### src/sv/assert_macros.svh
// Assertion helpers shared by the scheduler RTL.
// Each macro expects clk and rst to be visible where it is used.
`ifndef ASSERT_MACROS_SVH
`define ASSERT_MACROS_SVH

// Check that a condition holds at every clock edge outside reset.
`define ASSERT_ALWAYS(lbl, cond, msg) \
  lbl: assert property (@(posedge clk) disable iff (rst) (cond)) else $error(msg);

// Check that a condition in one cycle implies another in the next cycle.
`define ASSERT_NEXT(lbl, ante, cons, msg) \
  lbl: assert property (@(posedge clk) disable iff (rst) (ante) |=> (cons)) else $error(msg);

`endif

### src/sv/prrts_pkg.sv
// ----------------------------------------------------------------------------
// prrts_pkg
// Types, codes and constants of the priority round-robin task scheduler.
// ----------------------------------------------------------------------------
package prrts_pkg;

  localparam int MAX_TASKS = 8;
  localparam int IDX_W     = $clog2(MAX_TASKS);
  localparam int CNT_W     = $clog2(MAX_TASKS + 1);
  localparam logic [IDX_W-1:0] IDLE_SLOT = '0;
  localparam logic [7:0] IDLE_PRIORITY = 8'd255;

  typedef enum logic [2:0] {
    OP_CREATE    = 3'd0,
    OP_ACTIVATE  = 3'd1,
    OP_TERMINATE = 3'd2,
    OP_WAIT      = 3'd3,
    OP_TICK      = 3'd4,
    OP_START     = 3'd5
  } opcode_t;

  typedef enum logic [2:0] {
    STS_OK         = 3'd0,
    STS_ACTIVE     = 3'd1,
    STS_TERMINATED = 3'd2,
    STS_FULL       = 3'd3,
    STS_BAD_ID     = 3'd4
  } status_t;

  typedef enum logic [1:0] {
    TS_SUSP  = 2'd0,
    TS_WAIT  = 2'd1,
    TS_READY = 2'd2,
    TS_RUN   = 2'd3
  } task_st_t;

  typedef struct packed {
    logic [7:0]  prio;
    task_st_t    st;
    logic        blk;
    logic [15:0] delay;
  } task_ent_t;

  typedef struct packed {
    logic             en;
    logic [IDX_W-1:0] addr;
    task_ent_t        data;
  } tbl_wr_t;

  typedef struct packed {
    logic             en;
    logic [IDX_W-1:0] addr;
    logic [IDX_W-1:0] id;
  } fifo_wr_t;

  typedef enum logic [4:0] {
    S_IDLE, S_DECODE, S_CHK, S_RB_INIT, S_RB1_RD, S_RB1_PR, S_RB2_RD, S_RB2_PR,
    S_TK_RD, S_TK_PR, S_NX_RD, S_NX_CUR, S_NX_NXT, S_NX_CURW, S_DONE
  } fsm_t;

  // Entry value of a slot that was never written since reset.
  function automatic task_ent_t ent_reset(input logic [IDX_W-1:0] idx);
    task_ent_t e;
    e.prio  = (idx == IDLE_SLOT) ? IDLE_PRIORITY : 8'd0;
    e.st    = TS_SUSP;
    e.blk   = 1'b0;
    e.delay = 16'd0;
    return e;
  endfunction

endpackage

### src/sv/prrts_if.sv
// ----------------------------------------------------------------------------
// prrts_req_if / prrts_rsp_if
// Valid/ready channels carrying scheduler commands and results.
// ----------------------------------------------------------------------------
interface prrts_req_if;
  logic        valid;
  logic        ready;
  logic [2:0]  opcode;
  logic [2:0]  task_id;
  logic [7:0]  priority_req;
  logic [15:0] wait_ticks;

  modport source (output valid, opcode, task_id, priority_req, wait_ticks, input ready);
  modport sink   (input valid, opcode, task_id, priority_req, wait_ticks, output ready);
endinterface

interface prrts_rsp_if;
  logic       valid;
  logic       ready;
  logic [2:0] status;
  logic [2:0] new_task_id;
  logic [2:0] running_task;
  logic       switch_request;
  logic [3:0] ready_count;

  modport source (output valid, status, new_task_id, running_task, switch_request,
                  ready_count, input ready);
  modport sink   (input valid, status, new_task_id, running_task, switch_request,
                  ready_count, output ready);
endinterface

### src/sv/prrts_table.sv
// ----------------------------------------------------------------------------
// prrts_table
// Task table memory, one write and one registered read port per cycle.
// ----------------------------------------------------------------------------
module prrts_table (
  input  logic                          clk,
  input  logic                          rst,
  input  prrts_pkg::tbl_wr_t            wr,
  input  logic [prrts_pkg::IDX_W-1:0]   raddr,
  output prrts_pkg::task_ent_t          rdata
);

  prrts_pkg::task_ent_t               mem [prrts_pkg::MAX_TASKS];
  logic [prrts_pkg::MAX_TASKS-1:0]    written;
  prrts_pkg::task_ent_t               rd_q;
  logic                               rd_valid;
  logic [prrts_pkg::IDX_W-1:0]        rd_addr;

  always_ff @(posedge clk) begin
    if (wr.en) begin
      mem[wr.addr] <= wr.data;
    end
    rd_q    <= mem[raddr];
    rd_addr <= raddr;
  end

  // Valid bits stand in for clearing the table at reset.
  always_ff @(posedge clk) begin
    if (rst) begin
      written  <= '0;
      rd_valid <= 1'b0;
    end else begin
      if (wr.en) begin
        written[wr.addr] <= 1'b1;
      end
      rd_valid <= written[raddr];
    end
  end

  assign rdata = rd_valid ? rd_q : prrts_pkg::ent_reset(rd_addr);

endmodule

### src/sv/prrts_fifo.sv
// ----------------------------------------------------------------------------
// prrts_fifo
// Ready queue storage; head and fill are kept by the controller.
// ----------------------------------------------------------------------------
module prrts_fifo (
  input  logic                          clk,
  input  prrts_pkg::fifo_wr_t           wr,
  input  logic [prrts_pkg::IDX_W-1:0]   raddr,
  output logic [prrts_pkg::IDX_W-1:0]   rdata
);

  logic [prrts_pkg::IDX_W-1:0] mem [prrts_pkg::MAX_TASKS];

  always_ff @(posedge clk) begin
    if (wr.en) begin
      mem[wr.addr] <= wr.id;
    end
    rdata <= mem[raddr];
  end

endmodule

### src/sv/priority_round_robin_task_scheduler_top.sv
// Cost: create, errors and unused codes need no table scan; a rebuild walks the
//   table twice, a tick scan walks it once, and the next-task step reads the queue head.
// Commands: one at a time, a new one is taken only back in idle; the pace is
//   set by the table memory's single read port that every table scan walks slot by slot.
// Reset (synchronous, active high): idle task only, scheduler stopped, queue empty.
// ----------------------------------------------------------------------------
// priority_round_robin_task_scheduler_top
// Fixed-priority round-robin task scheduler built around a task table memory
// and a ready queue memory, driven by a scan sequencer.
// ----------------------------------------------------------------------------
`include "assert_macros.svh"

module priority_round_robin_task_scheduler_top (
  input  logic         clk,
  input  logic         rst,
  prrts_req_if.sink    req,
  prrts_rsp_if.source  rsp
);

  localparam int NT = prrts_pkg::MAX_TASKS;
  localparam int IW = prrts_pkg::IDX_W;
  localparam int CW = prrts_pkg::CNT_W;

  // Sequencer state and scheduler registers.
  prrts_pkg::fsm_t   state, state_next;
  logic [2:0]        op_q, op_q_next;
  logic [IW-1:0]     id_q, id_q_next;
  logic [7:0]        prio_q, prio_q_next;
  logic [15:0]       ticks_q, ticks_q_next;
  logic [2:0]        status, status_next;
  logic [IW-1:0]     new_id, new_id_next;
  logic              sw, sw_next;
  logic              do_next, do_next_next;
  logic              woke, woke_next;
  logic [CW-1:0]     task_count, task_count_next;
  logic [IW-1:0]     head, head_next;
  logic [CW-1:0]     fill, fill_next;
  logic [IW-1:0]     cur, cur_next;
  logic              running, running_next;
  logic [CW-1:0]     idx, idx_next;
  logic [8:0]        best, best_next;
  prrts_pkg::task_ent_t cur_ent, cur_ent_next;
  logic [IW-1:0]     nxt_id, nxt_id_next;

  // Result register, parts the output side from the sequencer.
  logic              out_valid, out_valid_next;
  logic [2:0]        out_status;
  logic [IW-1:0]     out_new_id;
  logic [IW-1:0]     out_running;
  logic              out_sw;
  logic [CW-1:0]     out_count;
  logic              out_load;

  // Memory ports.
  prrts_pkg::tbl_wr_t   tbl_wr;
  logic [IW-1:0]        tbl_raddr;
  prrts_pkg::task_ent_t ent;
  prrts_pkg::fifo_wr_t  fifo_wr;
  logic [IW-1:0]        fifo_raddr;
  logic [IW-1:0]        fifo_rdata;
  logic [IW-1:0]        push_addr;

  prrts_table u_table (
    .clk   (clk),
    .rst   (rst),
    .wr    (tbl_wr),
    .raddr (tbl_raddr),
    .rdata (ent)
  );

  prrts_fifo u_fifo (
    .clk   (clk),
    .wr    (fifo_wr),
    .raddr (fifo_raddr),
    .rdata (fifo_rdata)
  );

  // Tail slot of the ready queue: head plus fill, wrapping.
  assign push_addr = head + fill[IW-1:0];

  assign req.ready = (state == prrts_pkg::S_IDLE);

  always_comb begin
    state_next      = state;
    op_q_next       = op_q;
    id_q_next       = id_q;
    prio_q_next     = prio_q;
    ticks_q_next    = ticks_q;
    status_next     = status;
    new_id_next     = new_id;
    sw_next         = sw;
    do_next_next    = do_next;
    woke_next       = woke;
    task_count_next = task_count;
    head_next       = head;
    fill_next       = fill;
    cur_next        = cur;
    running_next    = running;
    idx_next        = idx;
    best_next       = best;
    cur_ent_next    = cur_ent;
    nxt_id_next     = nxt_id;
    tbl_wr          = '0;
    tbl_raddr       = idx[IW-1:0];
    fifo_wr         = '0;
    fifo_raddr      = head;
    out_load        = 1'b0;

    unique case (state)
      prrts_pkg::S_IDLE: begin
        if (req.valid) begin
          op_q_next    = req.opcode;
          id_q_next    = req.task_id;
          prio_q_next  = req.priority_req;
          ticks_q_next = req.wait_ticks;
          status_next  = prrts_pkg::STS_OK;
          new_id_next  = '0;
          sw_next      = 1'b0;
          state_next   = prrts_pkg::S_DECODE;
        end
      end

      prrts_pkg::S_DECODE: begin
        unique case (op_q)
          prrts_pkg::OP_CREATE: begin
            if (task_count >= CW'(NT)) begin
              status_next = prrts_pkg::STS_FULL;
            end else begin
              tbl_wr.en         = 1'b1;
              tbl_wr.addr       = task_count[IW-1:0];
              tbl_wr.data.prio  = prio_q;
              tbl_wr.data.st    = prrts_pkg::TS_SUSP;
              tbl_wr.data.blk   = 1'b0;
              tbl_wr.data.delay = '0;
              new_id_next       = task_count[IW-1:0];
              task_count_next   = task_count + CW'(1);
            end
            state_next = prrts_pkg::S_DONE;
          end
          prrts_pkg::OP_ACTIVATE, prrts_pkg::OP_TERMINATE, prrts_pkg::OP_WAIT: begin
            if (CW'(id_q) >= task_count) begin
              status_next = prrts_pkg::STS_BAD_ID;
              state_next  = prrts_pkg::S_DONE;
            end else begin
              tbl_raddr  = id_q;
              state_next = prrts_pkg::S_CHK;
            end
          end
          prrts_pkg::OP_TICK: begin
            if (!running) begin
              state_next = prrts_pkg::S_DONE;
            end else begin
              idx_next     = '0;
              woke_next    = 1'b0;
              do_next_next = 1'b1;
              sw_next      = 1'b1;
              state_next   = prrts_pkg::S_TK_RD;
            end
          end
          prrts_pkg::OP_START: begin
            running_next = 1'b1;
            cur_next     = prrts_pkg::IDLE_SLOT;
            id_q_next    = prrts_pkg::IDLE_SLOT;
            tbl_raddr    = prrts_pkg::IDLE_SLOT;
            state_next   = prrts_pkg::S_CHK;
          end
          default: begin
            state_next = prrts_pkg::S_DONE;
          end
        endcase
      end

      // Check and update the addressed slot, then rebuild the queue unless the status is an error.
      prrts_pkg::S_CHK: begin
        do_next_next = running && (cur != prrts_pkg::IDLE_SLOT);
        sw_next      = running && (cur != prrts_pkg::IDLE_SLOT);
        tbl_wr.addr  = id_q;
        tbl_wr.data  = ent;
        state_next   = prrts_pkg::S_RB_INIT;
        priority case (op_q)
          prrts_pkg::OP_TERMINATE: begin
            if (ent.st == prrts_pkg::TS_SUSP) begin
              status_next = prrts_pkg::STS_TERMINATED;
              sw_next     = 1'b0;
              state_next  = prrts_pkg::S_DONE;
            end else begin
              tbl_wr.en      = 1'b1;
              tbl_wr.data.st = prrts_pkg::TS_SUSP;
            end
          end
          prrts_pkg::OP_WAIT: begin
            tbl_wr.en         = 1'b1;
            tbl_wr.data.st    = prrts_pkg::TS_SUSP;
            tbl_wr.data.blk   = 1'b1;
            tbl_wr.data.delay = ticks_q;
          end
          default: begin
            // Activate, and start on the idle task.
            if (ent.st != prrts_pkg::TS_SUSP) begin
              status_next = prrts_pkg::STS_ACTIVE;
              sw_next     = 1'b0;
              state_next  = prrts_pkg::S_DONE;
            end else begin
              tbl_wr.en      = 1'b1;
              tbl_wr.data.st = prrts_pkg::TS_WAIT;
            end
          end
        endcase
      end

      prrts_pkg::S_RB_INIT: begin
        head_next  = '0;
        fill_next  = '0;
        best_next  = 9'd256;
        idx_next   = '0;
        state_next = prrts_pkg::S_RB1_RD;
      end

      // First pass: find the best priority among non-suspended tasks.
      prrts_pkg::S_RB1_RD: begin
        if (idx == task_count) begin
          idx_next   = '0;
          state_next = prrts_pkg::S_RB2_RD;
        end else begin
          state_next = prrts_pkg::S_RB1_PR;
        end
      end

      prrts_pkg::S_RB1_PR: begin
        if (ent.st != prrts_pkg::TS_SUSP && {1'b0, ent.prio} < best) begin
          best_next = {1'b0, ent.prio};
        end
        idx_next   = idx + CW'(1);
        state_next = prrts_pkg::S_RB1_RD;
      end

      // Second pass: queue those tasks in slot order and mark them ready.
      prrts_pkg::S_RB2_RD: begin
        if (idx == task_count) begin
          state_next = do_next ? prrts_pkg::S_NX_RD : prrts_pkg::S_DONE;
        end else begin
          state_next = prrts_pkg::S_RB2_PR;
        end
      end

      prrts_pkg::S_RB2_PR: begin
        if (ent.st != prrts_pkg::TS_SUSP && {1'b0, ent.prio} == best) begin
          if (fill < CW'(NT)) begin
            fifo_wr.en   = 1'b1;
            fifo_wr.addr = push_addr;
            fifo_wr.id   = idx[IW-1:0];
            fill_next    = fill + CW'(1);
          end
          tbl_wr.en      = 1'b1;
          tbl_wr.addr    = idx[IW-1:0];
          tbl_wr.data    = ent;
          tbl_wr.data.st = prrts_pkg::TS_READY;
        end
        idx_next   = idx + CW'(1);
        state_next = prrts_pkg::S_RB2_RD;
      end

      // Tick: count blocked delays down and wake expired tasks.
      prrts_pkg::S_TK_RD: begin
        if (idx == task_count) begin
          state_next = woke ? prrts_pkg::S_RB_INIT : prrts_pkg::S_NX_RD;
        end else begin
          state_next = prrts_pkg::S_TK_PR;
        end
      end

      prrts_pkg::S_TK_PR: begin
        tbl_wr.addr = idx[IW-1:0];
        tbl_wr.data = ent;
        if (ent.st == prrts_pkg::TS_SUSP && ent.blk) begin
          tbl_wr.en = 1'b1;
          if (ent.delay <= 16'd1) begin
            tbl_wr.data.delay = '0;
            tbl_wr.data.blk   = 1'b0;
            tbl_wr.data.st    = prrts_pkg::TS_WAIT;
            woke_next         = 1'b1;
          end else begin
            tbl_wr.data.delay = ent.delay - 16'd1;
          end
        end
        idx_next   = idx + CW'(1);
        state_next = prrts_pkg::S_TK_RD;
      end

      // Next-task rule: read current entry and queue head together.
      prrts_pkg::S_NX_RD: begin
        tbl_raddr  = cur;
        fifo_raddr = head;
        state_next = prrts_pkg::S_NX_CUR;
      end

      prrts_pkg::S_NX_CUR: begin
        cur_ent_next = ent;
        if (fill == '0) begin
          // Empty queue: keep the current task, requeue it unless suspended.
          if (ent.st != prrts_pkg::TS_SUSP) begin
            fifo_wr.en   = 1'b1;
            fifo_wr.addr = push_addr;
            fifo_wr.id   = cur;
            fill_next    = fill + CW'(1);
          end
          state_next = prrts_pkg::S_DONE;
        end else begin
          nxt_id_next = fifo_rdata;
          tbl_raddr   = fifo_rdata;
          head_next   = head + IW'(1);
          fill_next   = fill - CW'(1);
          state_next  = prrts_pkg::S_NX_NXT;
        end
      end

      prrts_pkg::S_NX_NXT: begin
        tbl_wr.en   = 1'b1;
        tbl_wr.addr = nxt_id;
        tbl_wr.data = ent;
        if (nxt_id == cur) begin
          // Same slot: it runs, then rotates straight back to the tail.
          tbl_wr.data.st = prrts_pkg::TS_READY;
          if (fill < CW'(NT)) begin
            fifo_wr.en   = 1'b1;
            fifo_wr.addr = push_addr;
            fifo_wr.id   = cur;
            fill_next    = fill + CW'(1);
          end
          state_next = prrts_pkg::S_DONE;
        end else begin
          tbl_wr.data.st = prrts_pkg::TS_RUN;
          if (ent.prio == cur_ent.prio && cur_ent.st != prrts_pkg::TS_SUSP) begin
            state_next = prrts_pkg::S_NX_CURW;
          end else begin
            cur_next   = nxt_id;
            state_next = prrts_pkg::S_DONE;
          end
        end
      end

      prrts_pkg::S_NX_CURW: begin
        tbl_wr.en      = 1'b1;
        tbl_wr.addr    = cur;
        tbl_wr.data    = cur_ent;
        tbl_wr.data.st = prrts_pkg::TS_READY;
        if (fill < CW'(NT)) begin
          fifo_wr.en   = 1'b1;
          fifo_wr.addr = push_addr;
          fifo_wr.id   = cur;
          fill_next    = fill + CW'(1);
        end
        cur_next   = nxt_id;
        state_next = prrts_pkg::S_DONE;
      end

      // Hand the result over once the output register is free.
      prrts_pkg::S_DONE: begin
        if (!out_valid || rsp.ready) begin
          out_load   = 1'b1;
          state_next = prrts_pkg::S_IDLE;
        end
      end

      default: begin
        state_next = prrts_pkg::S_IDLE;
      end
    endcase

    out_valid_next = out_load || (out_valid && !rsp.ready);
  end

  always_ff @(posedge clk) begin
    if (rst) begin
      state      <= prrts_pkg::S_IDLE;
      task_count <= CW'(1);
      head       <= '0;
      fill       <= '0;
      cur        <= prrts_pkg::IDLE_SLOT;
      running    <= 1'b0;
      out_valid  <= 1'b0;
      do_next    <= 1'b0;
      woke       <= 1'b0;
      idx        <= '0;
    end else begin
      state      <= state_next;
      task_count <= task_count_next;
      head       <= head_next;
      fill       <= fill_next;
      cur        <= cur_next;
      running    <= running_next;
      out_valid  <= out_valid_next;
      do_next    <= do_next_next;
      woke       <= woke_next;
      idx        <= idx_next;
    end
  end

  // Payload registers: no reset needed.
  always_ff @(posedge clk) begin
    op_q    <= op_q_next;
    id_q    <= id_q_next;
    prio_q  <= prio_q_next;
    ticks_q <= ticks_q_next;
    status  <= status_next;
    new_id  <= new_id_next;
    sw      <= sw_next;
    best    <= best_next;
    cur_ent <= cur_ent_next;
    nxt_id  <= nxt_id_next;
    if (out_load) begin
      out_status  <= status_next;
      out_new_id  <= new_id_next;
      out_running <= cur_next;
      out_sw      <= sw_next;
      out_count   <= fill_next;
    end
  end

  assign rsp.valid          = out_valid;
  assign rsp.status         = out_status;
  assign rsp.new_task_id    = out_new_id;
  assign rsp.running_task   = out_running;
  assign rsp.switch_request = out_sw;
  assign rsp.ready_count    = out_count;

  `ASSERT_ALWAYS(a_fill_bound, fill <= CW'(NT), "ready queue overfilled")
  `ASSERT_ALWAYS(a_count_bound, (task_count >= CW'(1)) && (task_count <= CW'(NT)), "bad count")
  `ASSERT_ALWAYS(a_cur_valid, CW'(cur) < task_count, "current task outside the table")
  `ASSERT_NEXT(a_accept_busy, req.valid && req.ready, state != prrts_pkg::S_IDLE, "transfer not taken up")

endmodule
### src/flat_wrapper.sv
// flat-port wrapper written by rule: the top's interface ports become plain ports
module priority_round_robin_task_scheduler_top_flat 
  (clk, rst, req_valid, req_opcode, req_task_id, req_priority_req, req_wait_ticks, req_ready, rsp_valid, rsp_status, rsp_new_task_id, rsp_running_task, rsp_switch_request, rsp_ready_count, rsp_ready);
  prrts_req_if req_i ();
  prrts_rsp_if rsp_i ();
  input  logic clk;
  input  logic rst;
  input wire logic [$bits(req_i.valid)-1:0] req_valid;
  input wire logic [$bits(req_i.opcode)-1:0] req_opcode;
  input wire logic [$bits(req_i.task_id)-1:0] req_task_id;
  input wire logic [$bits(req_i.priority_req)-1:0] req_priority_req;
  input wire logic [$bits(req_i.wait_ticks)-1:0] req_wait_ticks;
  output wire logic [$bits(req_i.ready)-1:0] req_ready;
  output wire logic [$bits(rsp_i.valid)-1:0] rsp_valid;
  output wire logic [$bits(rsp_i.status)-1:0] rsp_status;
  output wire logic [$bits(rsp_i.new_task_id)-1:0] rsp_new_task_id;
  output wire logic [$bits(rsp_i.running_task)-1:0] rsp_running_task;
  output wire logic [$bits(rsp_i.switch_request)-1:0] rsp_switch_request;
  output wire logic [$bits(rsp_i.ready_count)-1:0] rsp_ready_count;
  input wire logic [$bits(rsp_i.ready)-1:0] rsp_ready;
  assign req_i.valid = req_valid;
  assign req_i.opcode = req_opcode;
  assign req_i.task_id = req_task_id;
  assign req_i.priority_req = req_priority_req;
  assign req_i.wait_ticks = req_wait_ticks;
  assign req_ready = req_i.ready;
  assign rsp_valid = rsp_i.valid;
  assign rsp_status = rsp_i.status;
  assign rsp_new_task_id = rsp_i.new_task_id;
  assign rsp_running_task = rsp_i.running_task;
  assign rsp_switch_request = rsp_i.switch_request;
  assign rsp_ready_count = rsp_i.ready_count;
  assign rsp_i.ready = rsp_ready;
  priority_round_robin_task_scheduler_top u_core (.clk(clk), .rst(rst), .req(req_i), .rsp(rsp_i));
endmodule
### config.mk
export PLATFORM = sky130hd
export DESIGN_NAME = priority_round_robin_task_scheduler_top_flat
export DESIGN_NICKNAME = d
export VERILOG_FILES = /design/src/sv/prrts_pkg.sv /design/src/sv/prrts_if.sv /design/src/sv/prrts_table.sv /design/src/sv/prrts_fifo.sv /design/src/sv/priority_round_robin_task_scheduler_top.sv /design/src/flat_wrapper.sv
export VERILOG_INCLUDE_DIRS = /design/src /design/src/sv
export SDC_FILE = /design/constraint.sdc
export NUM_CORES = 1
export LEC_CHECK = 0
export BUFFER_PORTS_ARGS = -buffer_cell sky130_fd_sc_hd__buf_4
export CAP_MARGIN = 5
export CELL_PAD_IN_SITES_DETAIL_PLACEMENT = 1
export CELL_PAD_IN_SITES_GLOBAL_PLACEMENT = 1
export CORE_AREA = 2 2 178 197
export DETAILED_ROUTE_END_ITERATION = 8
export DIE_AREA = 0 0 180 199
export GPL_TIMING_DRIVEN = 0
export PLACE_DENSITY_LB_ADDON = 0.3
export SYNTH_ARGS = -nofsm -noshare
export SYNTH_HDL_FRONTEND = slang
export SYNTH_HIERARCHICAL = 1
export SYNTH_SLANG_ARGS = --single-unit
### constraint.sdc
create_clock -name clk -period 13.2 [get_ports clk]
set_clock_uncertainty 0.2 [all_clocks]
set_input_delay 0.66 -clock clk [delete_from_list [all_inputs] [get_ports clk]]
set_output_delay 0.66 -clock clk [all_outputs]
set_load 0.005 [all_outputs]
==> results of run 1 <==
-- sequential cells by signal, summed over array words and instances, names as in the netlist, 4 cells and up --
name / count
u_core/best: 9
u_core/cur_ent: 27
u_core/fill: 4
u_core/idx: 4
u_core/prio_q: 8
u_core/rsp.ready_count: 4
u_core/state: 4
u_core/task_count: 4
u_core/ticks_q: 16
u_core/u_fifo/mem: 24
u_core/u_table/mem: 216
u_core/u_table/rd_q: 27
u_core/u_table/written: 8
-- per-layer routing --
layer	vias up	GRT usage
met5	-	0
met2	288	0.447
li1	4558	-
met1	5310	0.296
met3	103	0.0427
met4	0	0.105
-- power groups by stage --
stage / sequential, mW / clock, mW / combinational [mW]
after floorplan: 1.60 / 0 / 0.582
after global placement: 1.63 / 0 / 0.815
after detailed placement: 1.63 / 0 / 0.869
after CTS: 1.61 / 1.23 / 0.877
after global routing: 1.62 / 1.27 / 0.964
final: 1.61 / 1.20 / 0.888
-- cell usage in the layout (no fill, tap or decap), drive strengths merged, types with 24 or more instances in the layout --
cell,instances
o21ai,35
buf,98
and2,34
dfxtp,75
nor2,64
clkbuf,81
inv,34
mux4,61
a21oi,30
nor3,24
edfxtp,323
nand3,25
nand2,69
mux2,32
-- metrics by stage --
| stage | cell area [um2] | hold WS, ns | setup WS [ns] | utilization | power (mW) |
|---|---|---|---|---|---|
| 6_report | 19500 | 0.0752 | 7.29 | 0.575 | 3.70 |
| 5_1_grt | 19500 | 0.0515 | 7.06 | 0.575 | 3.85 |
| 2_1_floorplan | 16700 | 0.209 | 7.11 | - | 2.19 |
| 4_1_cts | 19400 | 0.0514 | 7.29 | 0.574 | 3.71 |
| 3_3_place_gp | 17700 | 0.239 | 2.60 | 0.521 | 2.45 |
| 3_5_place_dp | 18000 | 0.224 | 7.34 | 0.532 | 2.50 |
-- area by class of cell --
class | instances | area (um2)
Clock inverter | 27 | 297
Fill cell | 3163 | 14400
Tap cell | 438 | 548
Clock buffer | 51 | 1130
Buffer | 55 | 282
Timing Repair Buffer | 73 | 693
Multi-Input combinational cell | 621 | 5190
Inverter | 34 | 128
Sequential cell | 398 | 11200
-- worst max-delay path by stage --
stage / from / cells after the start / end
2_1_floorplan: u_core/u_table/rd_valid / 13 / u_core/u_table/mem[0][0]
3_3_place_gp: u_core/u_table/rd_valid / 12 / u_core/u_table/mem[0][11]
3_5_place_dp: u_core/u_table/rd_valid / 17 / u_core/u_table/mem[5][11]
4_1_cts: u_core/u_table/rd_valid / 17 / u_core/u_table/mem[5][15]
5_1_grt: u_core/u_table/rd_valid / 17 / u_core/u_table/mem[5][15]
6_report: u_core/u_table/rd_valid / 17 / u_core/u_table/mem[5][10]
-- logic make-up after synthesis --
group,after synthesis,share of synthesized area
buffers and inverters,89,0.0244
XOR/XNOR,23,0.0120
AND/OR/NAND/NOR,311,0.0981
adder cells (fa/ha/maj),22,0.0169
multiplexers,97,0.108
flip-flops,398,0.669
AO/OA/AOI/OAI,168,0.0711
==> results.md, run 1 <==
* PwrDens at 190 nW/um2
* Synth cell types at 74
* Crit path time final at 5.91 ns
* Data required, critical path at roughly 13 ns
* Leak at 6.59 nW
* Die Area at ~36,000 um2
* CTS resizes at 0
* Worst hold path depth at 1
* Worst Reg-to-Reg Cells at 17
* GRT Overall Usage at 0.248
* Max layer used: met4
* DR vias at 10,300
* Post-synth EDFFs at 323
* Floorplan Core Area at ~34,000 um2
* CP max stage delay at 1.01 ns
* Synth top area share at 0.579
* Leading area contributor after synthesis: edfxtp_1
* Routed wl met2 at ~23,000 um
* Nets at 1,281
* DRT Pass-1 Iters at 5
* Synth Instances at 1,108
* Hold Startpoint: req_wait_ticks[10]
* Synth async-reset ratio at 0
* Peak VDD IR at 0.000135 V
* Final-report hold violation count at 0
* RSZ-0062 raised after global routing: false
* Initial antenna violation count at 0
* First-pass GRT wire length at 66,500 um
* TritonCTS clock tree: done
* Post-CTS setup buffer count at 0
* Max_cap viols at 0
* Max Slew Vio Count at 0
* CTS root buffer: clkbuf_16
* GPL Wtd Cong at 0.903
* Critical path startpoint category: register
* Cell-internal power at roughly 2.6 mW
* Clk pwr share at 0.326
* P_sw at 1.11 mW
* Syn Area/Cell at 15.1 um2
* Crit end category: register
* CP arrival at 5.98 ns
* Crit path cell chain: clkbuf_1, nor4_2, a21o_1, inv_1, ha_1, nand4_1, nor4_1, nand2b_1, clkbuf_1, nand2_1, nand2_1, o2111ai_1, nand2_1, nor3b_2, buf_6, buf_6, buf_6
* Worst Hold Class: in -> reg
* Ratio of cells with drive above 1 in the final layout at 0.208
* # H-tree levels at 2
* Sequential area share after synthesis at 0.669
* Critical R2R Capture: u_core/u_table/mem[5][10]
* Clock Path Buffers at 3
* Slew HR at 0.279
* Worst Tran Pin Value at 1.08 ns
* DR vias/cell at 6.05
* Largest net degree at the start of global routing at 29
* Die width at 180 um
* Diodes inserted at 0
* #FFs+latches synth at 398
* Final wirelength at 43,700 um
* YS warnings at 6
* Top FF cell, synth: edfxtp_1
* Grt ovf at 0
* Rows at 71
* CTS Buf Count at 42
* Routed len/inst at 25.7 um
* Status: complete, no violations
* Clock sinks at around 400
* IO Pins at 50
* Antenna Violating Nets Remaining at 0
* Cell with the largest stage delay on the worst path: nor4_2
* CP bufs+invs at 6
* PortBufs at 48
* Setup tns final at 0 ns
* Sw frac at 0.299
* Crit path max-delay family: simple AND/OR/NAND/NOR gates
* Tcrit/Tclk final at 0.447
* Worst-case hold path end point: u_core/ticks_q[10]
* 1st-iter DRT viols at approximately 850
* CTS Hold Bufs at 0
* Initial Util at 0.495
* Mapped Area at 16,700 um2
* Most common cell in the netlist: edfxtp_1
* Dominant cells by area after synthesis: edfxtp_1, dfxtp_1, mux4_2, mux2_2, mux4_1
* Detailed-route wire length on metal 1 at between 15,000 and 20,000 um
* DRC errors left at 0
* Top post-synthesis cells by count: edfxtp_1, dfxtp_1, nand2_1
* Final setup vio count at 0
* Worst skew pair latency at 0.56 ns
* Setup slack, reg-to-reg at 7.29 ns
* Logic pwr share at 0.240
* Max frequency at 169 MHz
* Post-synthesis net count at between 1,000 and 1,500
* Clock slew at reported path FFs at 0.06 ns
* Critical setup path kind: reg -> reg
* Met3 WL post-DR at roughly 2200 um
* Post-DP HPWL at 30,400 um
* Seq pwr share at 0.434
* Post-synthesis to final-layout area growth at 16.2%
* Number of global-route vias before repair at 11,000
* Crit Path Max Fanout at 10
* RR Startpoint: u_core/u_table/rd_valid
* Final Instance Count excl. Fillers at 1,697
* Dpl cells at 1,618
* Die Y at 199 um
Power figures use the tool's default switching activity.
==> run 2: changes to the inputs <==
--- a/config.mk
+++ b/config.mk
@@ -6,13 +6,14 @@
 export SDC_FILE = /design/constraint.sdc
 export NUM_CORES = 1
 export LEC_CHECK = 0
+export ABC_AREA = 1
 export BUFFER_PORTS_ARGS = -buffer_cell sky130_fd_sc_hd__buf_4
 export CAP_MARGIN = 5
 export CELL_PAD_IN_SITES_DETAIL_PLACEMENT = 1
 export CELL_PAD_IN_SITES_GLOBAL_PLACEMENT = 1
-export CORE_AREA = 2 2 178 197
+export CORE_AREA = 2 2 195 217
 export DETAILED_ROUTE_END_ITERATION = 8
-export DIE_AREA = 0 0 180 199
+export DIE_AREA = 0 0 197 219
 export GPL_TIMING_DRIVEN = 0
 export PLACE_DENSITY_LB_ADDON = 0.3
 export SYNTH_ARGS = -nofsm -noshare
==> constraint.sdc (replaced) <==
create_clock -name clk -period 5.2 [get_ports clk]
set_clock_uncertainty 0.2 [all_clocks]
set_input_delay 0.26 -clock clk [delete_from_list [all_inputs] [get_ports clk]]
set_output_delay 0.26 -clock clk [all_outputs]
set_load 0.005 [all_outputs]
==> run 2 against run 1 <==
Sequential cell count is the same. Non-clock buffer count grew 21. Combinational power grew to 3.0 times the previous value. Synthesized area grew 6.5%. Critical path type unchanged.
==> results.md, run 2 <==
* Crit Path Max Fanout at 27 (+17)
* CTS Buf Count at 41 (-2.4%)
* Sequential area share after synthesis at 0.628 (-0.0409)
* YS warnings at 6 (unchanged)
* Crit path time final at 4.79 ns (-1.12 ns)
* Number of global-route vias before repair at 14,400 (+31%)
* Nets at 2,028 (+58%)
* Status: complete, no violations
* CP arrival at 4.75 ns (-1.23 ns)
* CTS resizes at 0 (unchanged)
* Fill cells at 4,572 (+45%)
* Max_cap viols at 0 (unchanged)
* Most frequent cells in the layout: nand2_1, nor2_1, edfxtp_1, inv_1, o21ai_0
* Multi-input logic area at 5500 um2 (+5.9%)
* IO Pins at 50 (unchanged)
* 1st-iter DRT viols at 907 (+7.3%)
* PwrDens at 469 nW/um2 (+150%)
* Largest net degree at the start of global routing at 33 (+14%)
* Post-CTS setup buffer count at 0 (unchanged)
* Die width at 197 um (+9.4%)
* Clock Path Buffers at 3 (unchanged)
* DR vias at 13,400 (+31%)
* Synth async-reset ratio at 0 (unchanged)
* Most common cell in the netlist: nand2_1
* Most flop-heavy register: u_core/u_table/mem
* Post-DP HPWL at 36,900 um (+22%)
* Routed len/inst at 20.5 um (-20%)
* Clock sinks at 398 (unchanged)
* Peak VDD IR at 0.000365 V (+170%)
* Final-report hold violation count at 0 (unchanged)
* Syn Area/Cell at 9.68 um2 (-36%)
* Final wirelength at 51,600 um (+18%)
* Synth Instances at 1,843 (+66%)
* Final setup vio count at 0 (unchanged)
* Worst Tran Pin Value at 1.30 ns (+0.223 ns)
* Dpl cells at 2,415 (+49%)
* Cell Area, Placed at 19,000 um2 (+5.3%)
* Worst Hold Class: in -> reg
* Worst skew pair latency at 0.57 ns (about the same)
* Final instance area at 20,700 um2 (+6.2%)
* CTS root buffer: clkbuf_16
* Clock slew at reported path FFs at 0.06 ns (about the same)
* Most common cell after layout, fill and taps aside: nand2_1
* Rows at 78 (+9.9%)
* Final Instance Count excl. Fillers at 2,525 (+49%)
* DR vias/cell at 5.32 (-12%)
* Data required, critical path at 5.17 ns (-8.10 ns)
* PnR Total Power at 9.70 mW (+160%)
* Dominant cells by area after synthesis: edfxtp_1, nand2_1, dfxtp_1, nor2_1, inv_1
* Top flop regs: u_core/u_table/mem x216, u_core/cur_ent x27, u_core/u_table/rd_q x27
* #FFs+latches synth at 398 (unchanged)
* Top post-synthesis cells by count: nand2_1, nor2_1, edfxtp_1
* Antenna Violating Nets Remaining at 0 (unchanged)
* Leak at 8.47 nW (+29%)
* Post-synth EDFFs at 323 (unchanged)
* # H-tree levels at 2 (unchanged)
* Critical setup path kind: reg -> reg
* Top FF cell, synth: edfxtp_1
* GPL Wtd Cong at 0.910 (+0.79%)
* Setup slack after layout at 0.412 ns (-6.88 ns)
* Slew HR at 0.132 (-0.148)
* Post-synthesis net count at 1,899 (+63%)
* Grt ovf at 0 (unchanged)
* RSZ-0062 raised after global routing: false
* GRT Overall Usage at 0.244 (-0.00451)
* PortBufs at 48 (unchanged)
* TritonCTS clock tree: done
* Synth cell types at 44 (-41%)
* Initial Util at 0.437 (-0.0575)
* Initial antenna violation count at 0 (unchanged)
* Mapped Area at 17,800 um2 (+6.5%)
* Synth top area share at 0.544 (-0.0354)
* Max Slew Vio Count at 0 (unchanged)
* Max frequency at 209 MHz (+23%)
* DRT Pass-1 Iters at 4 (-1)
* Crit end category: register
* Die Area at 43,100 um2 (+20%)
* First-pass GRT wire length at 80,100 um (+20%)
* Pre-CTS setup slack at 0.486 ns (-6.85 ns)
* CTS Hold Bufs at 33 (+33)
* Max FFs per register at 216 (unchanged)
* Post-synthesis to final-layout area growth at 15.9%
* Worst Hold Margin at 0.0316 ns (-0.0435 ns)
* Leading area contributor after synthesis: edfxtp_1
* Floorplan Core Area at 40,800 um2 (+21%)
* Die Y at 219 um (+10%)
* Ratio of cells with drive above 1 in the final layout at 0.0978 (-0.110)
* Total area of sequential cells at 11,200 um2 (unchanged)
* DRC errors left at 0 (unchanged)
* Critical path startpoint category: register
* Tcrit/Tclk final at 0.921 (+0.473)
==> run 2: area by class of cell <==
type / instances / area share
Buffer: 63 / 0.0199
Inverter: 198 / 0.0360
Antenna cell: 1 / 0.000121
Clock inverter: 16 / 0.00890
Tap cell: 520 / 0.0315
Clock buffer: 59 / 0.0563
Sequential cell: 398 / 0.542
Timing Repair Buffer: 86 / 0.0395
Multi-Input combinational cell: 1184 / 0.266
==> run 2: logic make-up after synthesis <==
family          Yosys count  share of synthesized area
simple gates            880                      0.200
flops                   398                      0.628
buf+inv                 261                     0.0648
compound gates          255                     0.0784
xor+xnor                 27                     0.0133
fa+ha+maj                22                     0.0159
==> run 2: worst max-delay path, cell delays in order, from the launching register on <==
cell and delay, ns:
dfxtp_1 0.30, clkbuf_1 0.35, nor2_1 0.09, nand2_1 0.26, nand2_1 0.18, ha_1 0.33, inv_1 0.04, nor2_1 0.20
nand2_1 0.10, nor3_1 0.22, nand3_1 0.22, nand2_1 0.16, a21oi_1 0.12, o221ai_1 0.25, nand2_1 0.21, inv_1 0.09
nand2_1 0.10, inv_1 0.94
==> run 2: per-layer routing <==
layer / up-vias / part of all wire / track usage
li1: 6362 / - / -
met3: 102 / 0.046 / 0.0312
met1: 6609 / 0.41 / 0.292
met2: 351 / 0.52 / 0.449
met4: 0 / 0.032 / 0.0885
met5: - / 0 / 0
==> run 2: worst paths after layout <==
| kind | cells after the start | end | slack [ns] | start |
|---|---|---|---|---|
| max | 17 | u_core/u_table/mem[6][20] | 0.41 | u_core/u_table/rd_valid |
| min | 5 | u_core/state[0] | 0.03 | req_valid |
| max reg2reg | 17 | u_core/u_table/mem[6][20] | 0.41 | u_core/u_table/rd_valid |
| min reg2reg | 2 | u_core/u_table/written[1] | 0.27 | u_core/u_table/written[1] |
==> run 2: where the power goes <==
group          internal (mW)  total, mW  switching [mW]
clock network           1.68       2.95            1.27
logic                  0.757       2.63            1.87
registers               3.93       4.11           0.184
==> run 2: per-stage QoR <==
stage	TNS, ns	utilization
floorplan	0	-
global placement	-9.89	0.462
detailed placement	0	0.465
CTS	0	0.506
global route	0	0.507
finish	0	0.507
